<file path="src/rtl/core/isort_pkg.sv">
`timescale 1ns / 1ps
// Shared types for the insertion sorter: controller states and the command
// and status groups that join the controller and the datapath. No dependencies.
package isort_pkg;

	// Controller states.
	typedef enum logic [1:0] {
		ST_IDLE,
		ST_ALIGN,
		ST_EMIT
	} isort_state_t;

	// Commands from the controller to the datapath.
	typedef struct packed {
		logic insert;    // insert the input value into the store
		logic load_run;  // the run ends: latch direction and alignment count
		logic shift_up;  // move every entry one place toward the top
		logic shift_dn;  // move every entry one place toward entry 0
		logic pad_dec;   // count down one alignment step
		logic emit;      // present one result and count the store down
	} isort_cmd_t;

	// Status from the datapath to the controller.
	typedef struct packed {
		logic desc_cfg;  // live direction register
		logic desc_run;  // direction latched for the run being emitted
		logic pad_zero;  // alignment finished
		logic rem_last;  // one stored value left to emit
	} isort_status_t;

endpackage

</file>
<file path="src/rtl/core/isort_ctrl.sv">
`timescale 1ns / 1ps
// Controller state machine of the insertion sorter.
// Depends on isort_pkg for the state, command and status types.
module isort_ctrl import isort_pkg::*; (
	input  logic          clk,
	input  logic          arst_n,
	input  logic          start,
	input  logic          last,
	input  isort_status_t status,
	output isort_cmd_t    cmd,
	output logic          busy
);

	isort_state_t state_q;
	isort_state_t state_d;

	// State register.
	always_ff @(posedge clk or negedge arst_n) begin
		if (!arst_n) begin
			state_q <= ST_IDLE;
		end else begin
			state_q <= state_d;
		end
	end

	// Next state and commands.
	always_comb begin
		state_d = state_q;
		cmd     = '0;
		busy    = 1'b1;
		case (state_q)
			ST_IDLE: begin
				busy = 1'b0;
				if (start) begin
					cmd.insert = 1'b1;
					if (last) begin
						cmd.load_run = 1'b1;
						state_d      = status.desc_cfg ? ST_ALIGN : ST_EMIT;
					end
				end
			end
			ST_ALIGN: begin
				// Push the largest value up to the top entry before a descending run.
				if (status.pad_zero) begin
					state_d = ST_EMIT;
				end else begin
					cmd.shift_up = 1'b1;
					cmd.pad_dec  = 1'b1;
				end
			end
			ST_EMIT: begin
				cmd.emit = 1'b1;
				if (status.desc_run) begin
					cmd.shift_up = 1'b1;
				end else begin
					cmd.shift_dn = 1'b1;
				end
				if (status.rem_last) begin
					state_d = ST_IDLE;
				end
			end
			default: begin
				state_d = ST_IDLE;
			end
		endcase
	end

endmodule

</file>
<file path="src/rtl/core/isort_dp.sv">
`timescale 1ns / 1ps
// Datapath of the insertion sorter: the compare-and-shift store, the run
// counters and the direction register. Depends on isort_pkg for command and status.
module isort_dp import isort_pkg::*; #(
	parameter int DEPTH = 16
) (
	input  logic               clk,
	input  logic               arst_n,
	input  isort_cmd_t         cmd,
	input  logic signed [31:0] value,
	input  logic               cfg_we,
	input  logic               cfg_wdata,
	output isort_status_t      status,
	output logic signed [31:0] value_res,
	output logic               last_res,
	output logic               overflow
);

	localparam int CW = $clog2(DEPTH + 1);

	logic signed [31:0] store_q [DEPTH];
	logic [DEPTH-1:0]   gt;
	logic [CW-1:0]      count_q;
	logic [CW-1:0]      pad_q;
	logic [CW-1:0]      count_new;
	logic               full;
	logic               dropped_q;
	logic               descending_q;
	logic               desc_q;

	assign full      = (count_q == CW'(DEPTH));
	assign count_new = full ? count_q : count_q + CW'(1);

	// Each stored entry compares itself with the incoming value in parallel.
	always_comb begin
		for (int i = 0; i < DEPTH; i++) begin
			gt[i] = (CW'(i) < count_q) && (store_q[i] > value);
		end
	end

	// Store entries: insert, shift up or shift down.
	for (genvar i = 0; i < DEPTH; i++) begin : g_entry
		always_ff @(posedge clk) begin
			if (cmd.insert && !full) begin
				if (i > 0 && gt[(i > 0) ? i - 1 : 0]) begin
					store_q[i] <= store_q[(i > 0) ? i - 1 : 0];
				end else if (gt[i] || CW'(i) == count_q) begin
					store_q[i] <= value;
				end
			end else if (cmd.shift_up) begin
				if (i > 0) begin
					store_q[i] <= store_q[(i > 0) ? i - 1 : 0];
				end
			end else if (cmd.shift_dn) begin
				if (i < DEPTH - 1) begin
					store_q[i] <= store_q[(i < DEPTH - 1) ? i + 1 : i];
				end
			end
		end
	end

	// Run bookkeeping: fill count, drop flag, alignment count and run direction.
	always_ff @(posedge clk or negedge arst_n) begin
		if (!arst_n) begin
			count_q   <= '0;
			dropped_q <= 1'b0;
			pad_q     <= '0;
			desc_q    <= 1'b0;
		end else begin
			if (cmd.insert) begin
				count_q <= count_new;
				if (full) begin
					dropped_q <= 1'b1;
				end
			end else if (cmd.emit) begin
				count_q <= count_q - CW'(1);
				if (count_q == CW'(1)) begin
					dropped_q <= 1'b0;
				end
			end
			if (cmd.load_run) begin
				pad_q  <= CW'(DEPTH) - count_new;
				desc_q <= descending_q;
			end else if (cmd.pad_dec) begin
				pad_q <= pad_q - CW'(1);
			end
		end
	end

	// Direction register.
	always_ff @(posedge clk or negedge arst_n) begin
		if (!arst_n) begin
			descending_q <= 1'b0;
		end else if (cfg_we) begin
			descending_q <= cfg_wdata;
		end
	end

	// Status and result fields.
	assign status.desc_cfg = descending_q;
	assign status.desc_run = desc_q;
	assign status.pad_zero = (pad_q == '0);
	assign status.rem_last = (count_q == CW'(1));

	assign value_res = desc_q ? store_q[DEPTH-1] : store_q[0];
	assign last_res  = (count_q == CW'(1));
	assign overflow  = dropped_q;

endmodule

</file>
<file path="src/rtl/core/insertion_sorter.sv">
`timescale 1ns / 1ps
// Insertion sorter. An item without last is inserted at once; busy stays low.
// After the item with last, n results follow on consecutive cycles starting the next
// cycle (ascending), or after the store has been shifted into alignment (descending).
// The results of a run go out back to back; the receiver cannot stall them.
// Reset clears the count, drop flag, direction and controller; store contents are not reset.
module insertion_sorter import isort_pkg::*; #(
	parameter int DEPTH = 16
) (
	input  logic               clk,
	input  logic               arst_n,
	input  logic               start,
	output logic               busy,
	input  logic signed [31:0] value,
	input  logic               last,
	input  logic               cfg_we,
	input  logic               cfg_wdata,
	output logic               res_valid,
	output logic signed [31:0] value_res,
	output logic               last_res,
	output logic               overflow
);

	isort_cmd_t    cmd;
	isort_status_t status;

	// Controller.
	isort_ctrl u_ctrl (
		.clk    (clk),
		.arst_n (arst_n),
		.start  (start),
		.last   (last),
		.status (status),
		.cmd    (cmd),
		.busy   (busy)
	);

	// Datapath.
	isort_dp #(
		.DEPTH (DEPTH)
	) u_dp (
		.clk       (clk),
		.arst_n    (arst_n),
		.cmd       (cmd),
		.value     (value),
		.cfg_we    (cfg_we),
		.cfg_wdata (cfg_wdata),
		.status    (status),
		.value_res (value_res),
		.last_res  (last_res),
		.overflow  (overflow)
	);

	// A result is on the ports for each emit cycle.
	assign res_valid = cmd.emit;

endmodule

</file>
<file path="config.mk">
export PLATFORM = sky130hd
export DESIGN_NAME = insertion_sorter
export DESIGN_NICKNAME = d
export VERILOG_FILES = /design/src/rtl/core/isort_pkg.sv /design/src/rtl/core/isort_ctrl.sv /design/src/rtl/core/isort_dp.sv /design/src/rtl/core/insertion_sorter.sv
export SDC_FILE = /design/constraint.sdc
export NUM_CORES = 2
export LEC_CHECK = 0
export ABC_AREA = 1
export BUFFER_PORTS_ARGS = -buffer_cell sky130_fd_sc_hd__buf_2
export CAP_MARGIN = 5
export CORE_MARGIN = 1.5
export CORE_UTILIZATION = 60
export CTS_CLUSTER_SIZE = 28
export DETAILED_ROUTE_END_ITERATION = 6
export GPL_TIMING_DRIVEN = 0
export PLACE_DENSITY = 0.77
export SYNTH_ARGS = -nofsm -noshare
export SYNTH_HDL_FRONTEND = slang
export SYNTH_HIERARCHICAL = 1
export SYNTH_SLANG_ARGS = --single-unit
</file>
<file path="constraint.sdc">
create_clock -name clk -period 10.25 [get_ports clk]
set_input_delay 1.5375 -clock clk [delete_from_list [all_inputs] [get_ports clk]]
set_output_delay 1.5375 -clock clk [all_outputs]
set_load 0.1 [all_outputs]
</file>
* Word level (Yosys, flattened, before mapping)
Memories as Yosys holds them, arrays and structs flattened. Cells that the tools add are included.
Operators by class: add/subtract/negate cells 4, $mul 0, divide/modulo/power cells 0, magnitude comparators 32, equality and inequality tests 24, shifts and indexed selects 0, mux-type cells 187, bitwise gates (word level) 45, reduce and logical (&&, ||, !) cells 42
Operator list (number):
- two-way mux 32 bit | 46
- greater-than comparator 32 bit | 16
- two-way mux 1 bit | 127
- OR 1 bit | 45
- == test 4 x 5 -> 1 bit, first input constant | 8
- less-than comparator 4 x 5 -> 1 bit, first input constant | 8
- two-way mux 5 bit | 5
- == test 3 x 5 -> 1 bit, first input constant | 4
- less-than comparator 3 x 5 -> 1 bit, first input constant | 4
- logical AND 1 bit | 17
- logical OR 1 bit | 16
- two-way mux 2 bit | 7
- == test 2 x 5 -> 1 bit, first input constant | 2
- logical NOT 5 bit | 2
- less-than comparator 1 x 5 -> 1 bit, first input constant | 2
- less-than comparator 2 x 5 -> 1 bit, first input constant | 2
- != test 2 bit, second input constant | 5
- subtractor 5 x 1 -> 5 bit, second input constant | 2
- case mux 2 bit (3 select lines) | 1
- nonzero test 2 bit | 3
- adder 5 x 1 -> 5 bit, second input constant | 1
- == test 1 x 5 -> 1 bit, first input constant | 1
- == test 5 x 1 -> 1 bit, second input constant | 1
- == test 5 bit, second input constant | 1
- other kinds (8) | 8
Storage, ports and cells: flip-flop bits (word level) 15, latch bits 0, memory bits (writable) 512, ROM bits 0, input port bits 38, output and inout port bits 36, logic and storage cells 341, memories 1
Memories:
- u_dp.store_q | depth 16, width 32, rd ports 16, clocked after Yosys merged registers in 0, wr ports 16, RTL line isort_dp.sv:21 | logic signed [31:0] store_q [DEPTH];

* Logic depth before layout (Yosys ltp)
word-level depth 10, depth in mapped cells 22, mapped depth without buffers 21

* By module
The synthesis kept the hierarchy.
By module, submodules not included:
- isort_dp | instances 1, cells each 5794, area each 42654.7 um^2, seq. area each 15700.1 um^2
- isort_ctrl | instances 1, cells each 37, area each 244.0 um^2, seq. area each 50.0 um^2

* Worst setup path before layout
No wires, ideal clock.
kind input to register, from input port value[21], to memory u_dp.store_q[9][0], enable pin, setup time 0.431 ns, arrival 5.001 ns, data required time 9.819 ns, slack 4.818 ns, cell stages on the path 12, path buffers 1, path through inv_1 -> clkbuf_1 -> ha_1 -> a21oi_1 -> nor2_1 -> nor2_1 -> nand3_1 -> a21oi_1 -> nand3_1 -> nand2_1 -> nand2_1 -> o211ai_1
RTL lines:
- start, declared | RTL line insertion_sorter.sv:14 | input logic signed [31:0] value,
- end, declared | RTL line isort_dp.sv:21

==> reports/metrics.yaml <==
dp_hpwl_um: 116000
avgSynthCellArea_um2: 7.36
core_area_um2: 70400
die_area_um2: 73100
final_area_um2: 47000
synth_top_cell_area_share: 0.358
grt_pass1_wl_um: 218000
yosysWarnings: 6
crit_type: "in2reg"
slowest_delay_ns: 0.67
yosysMostFrequentCell: "nand2_1"
report.final.hold_viol_count: 0
drc: 0
switchingPower_mw: 9.46
cp_data_required_time_ns: 10.60
routed-via-count: 40700
critPathTopFamily: "simple AND/OR/NAND/NOR gates"
die_w_um: 270
cts_setup_buffers: 0
cp.arrival_ns: 6.69
crit_buf_inv: 5
cts_htree_levels: 3
ys_ff_latch: 527
cp_max_fo: 25
post_cts_resized: 0
areaGrowthSynthToFinish_pct: 9.52
ir_worst_vdd_mv: 0.264
grt_max_degree: 33
swShare: 0.510
synth_common_cells: "nand2_1, nand3_1, inv_1"
drtPass1Iterations: 6
ys_seq_area_frac: 0.367
outcome: "finished clean"
drive_gt1_frac: 0.0735
initial_core_util: 0.609
viasPerCell: 5.81
grt_usage: 0.386
fin_ws_ns: 3.91
globalRouteOverflowTotal: 0
drv_slew: 0
cts_tree: "yes"
clk_latency_ns: 0.62
syn-num-nets: 6393
clk_pin_slew_ns: 0.06
power.density_nw_per_um2: 395
cp_common_cell: "nand2_1"
worst_slew_pin_slew_ns: 1.22
synth_largest_area_cell: "edfxtp_1"
min_path_cells: 2
fin_worst_skew_ns: 0.0200
holdCritPathClass: "reg2reg"
hold_buffers: 0
synthCells: 5831
antenna_found_initial: 7
reg2reg_depth: 14
gp_congestion: 0.997
yosys-top-cells-area: "edfxtp_1, nand2_1, ha_1, nand3_1, inv_1"
power.total_mw: 18.6
period_needed_ns: 6.34
root_buffer: "clkbuf_16"
critPathSlowestCell: "clkbuf_2"
worstSetupStartpointType: "input port"
synth_flop_cell: "edfxtp_1"
seqPwrFrac: 0.311
whs_ns: 0.527
placed_cell_area_um2: 44900
diodes: 0
max_cap_viol_count: 0
critPathCaptureType: "flip-flop"
synth_edf_count: 512
fin_crit_sh: 0.618
cp.depth: 17
die_height_um: 270
ys_types: 47
cts.sinks: 527
clock.fmax_ghz: 0.158
p_comb_frac: 0.565
portBuffers: 73
syn-cell-area_um2: 42900
setup_viol: 0
wl_per_cell_um: 20.4
place_ws_ns: 3.23
p_int_mw: 9.10
clock_path_buffers: 3
p_leak_nw: 23.6
rsz0062_at_grt: "no"
max_slew_margin: 0.178
drt_first_iter_violations: 3874
wl_um: 143000
placementRows: 97
cts_buffers: 66
async_flop_share: 0.0285
path_cells: "buf_2 > inv_1 > clkbuf_2 > ha_1 > nand2_1 > nor2_1 > nand4_1 > nor3_1 > nand2_1 > nand3b_1 > nand2_1 > nand2_1 > nand2_1 > nand2_1 > buf_2 > nand3_2 > buf_16"
pin_count: 74
grt_pass1_vias: 39900
fin_nets: 6581
setup_tns_ns: 0
fillCellCount: 6299
ant_nets: 0
clkPwrFrac: 0.124
[final timing paths]
path | start | to | slack, ns
worst min-delay path | u_ctrl/state_q[1] | u_ctrl/state_q[1] | 0.53
worst max-delay path | value[31] | u_dp/store_q[15][11] | 3.91
worst min register to register | u_ctrl/state_q[1] | u_ctrl/state_q[1] | 0.53
worst max register to register | u_dp/store_q[15][31] | u_dp/store_q[15][11] | 5.34
max in group asynchronous | arst_n | u_dp/count_q[4] | 9.07
min in group asynchronous | arst_n | u_ctrl/state_q[0] | 0.86
[flip-flops by register name (all words and copies together) (netlist names)]
name and count:
u_dp/overflow 1, u_dp/count_q 5, u_dp/pad_q 5, u_ctrl/state_q 2, u_dp/desc_q 1, u_dp/descending_q 1, u_dp/store_q 512
[through the flow]
step                      instances  utilization
after floorplan                5831            -
after global placement         6844        0.631
after detailed placement       6891        0.638
after CTS                      7009        0.667
after global routing           7009        0.667
final                          7009        0.667
[cells by family (layout without fill, tap and decap cells)]
group | count (synthesis) | count (layout) | synth area share
adders and majority gates | 524 | 524 | 0.153
buffers and inverters | 916 | 1154 | 0.0867
DFF | 527 | 527 | 0.367
xor gates and xnor gates | 11 | 11 | 0.00225
and+or+nand+nor | 3354 | 3354 | 0.329
AOI/OAI and AO/OA | 499 | 499 | 0.0626
[cell usage in the layout (no fill, tap or decap), drive strengths merged, types with 15 or more instances in the layout]
master,instances
edfxtp,512
nand2,2117
buf,314
nand3,976
inv,618
o21a,21
a21oi,244
nor2,181
nand4,40
clkbuf,183
o211ai,15
nor3,22
a21o,16
o21ai,182
clkinv,33
dfrtp,15
ha,524
[final cells by class]
type                    count  area [um2]  share of cell area
plain buffers             299        1440              0.0306
well taps                 940        1180              0.0250
clock buffers              78        1760              0.0375
inverters                 617        2320              0.0493
clock inverters            40         293             0.00623
multi-input cells        4388       23400               0.499
flip-flops and latches    527       15800               0.335
repair buffers            120         807              0.0172
[per-layer routing]
metal / track usage / wire [um] / up-vias
met5: 0 / 27 / -
met4: 0.260 / 10100 / 4
met2: 0.638 / 65900 / 1834
met3: 0.0514 / 12000 / 428
met1: 0.472 / 55100 / 18600
li1: - / - / 19800
[worst reg2reg max path, delay by kind of cell, from the launching register on]
family / cells / cell delay (ns)
AND/OR/NAND/NOR: 11 / 3.01
buffers and inverters: 2 / 0.65
flip-flops: 1 / 0.53
adder cells (fa/ha/maj): 1 / 0.46
[power by group through the flow]
stage                     sequential (mW)  clock (mW)  combinational (mW)
final                                5.77        2.30                10.5
after global routing                 5.88        2.39                11.6
after CTS                            5.71        2.31                10.3
after detailed placement             5.74           0                10.3
after global placement               5.88           0                9.66
after floorplan                      5.38           0                7.31
Note: power is estimated with default switching activity, not from simulation.
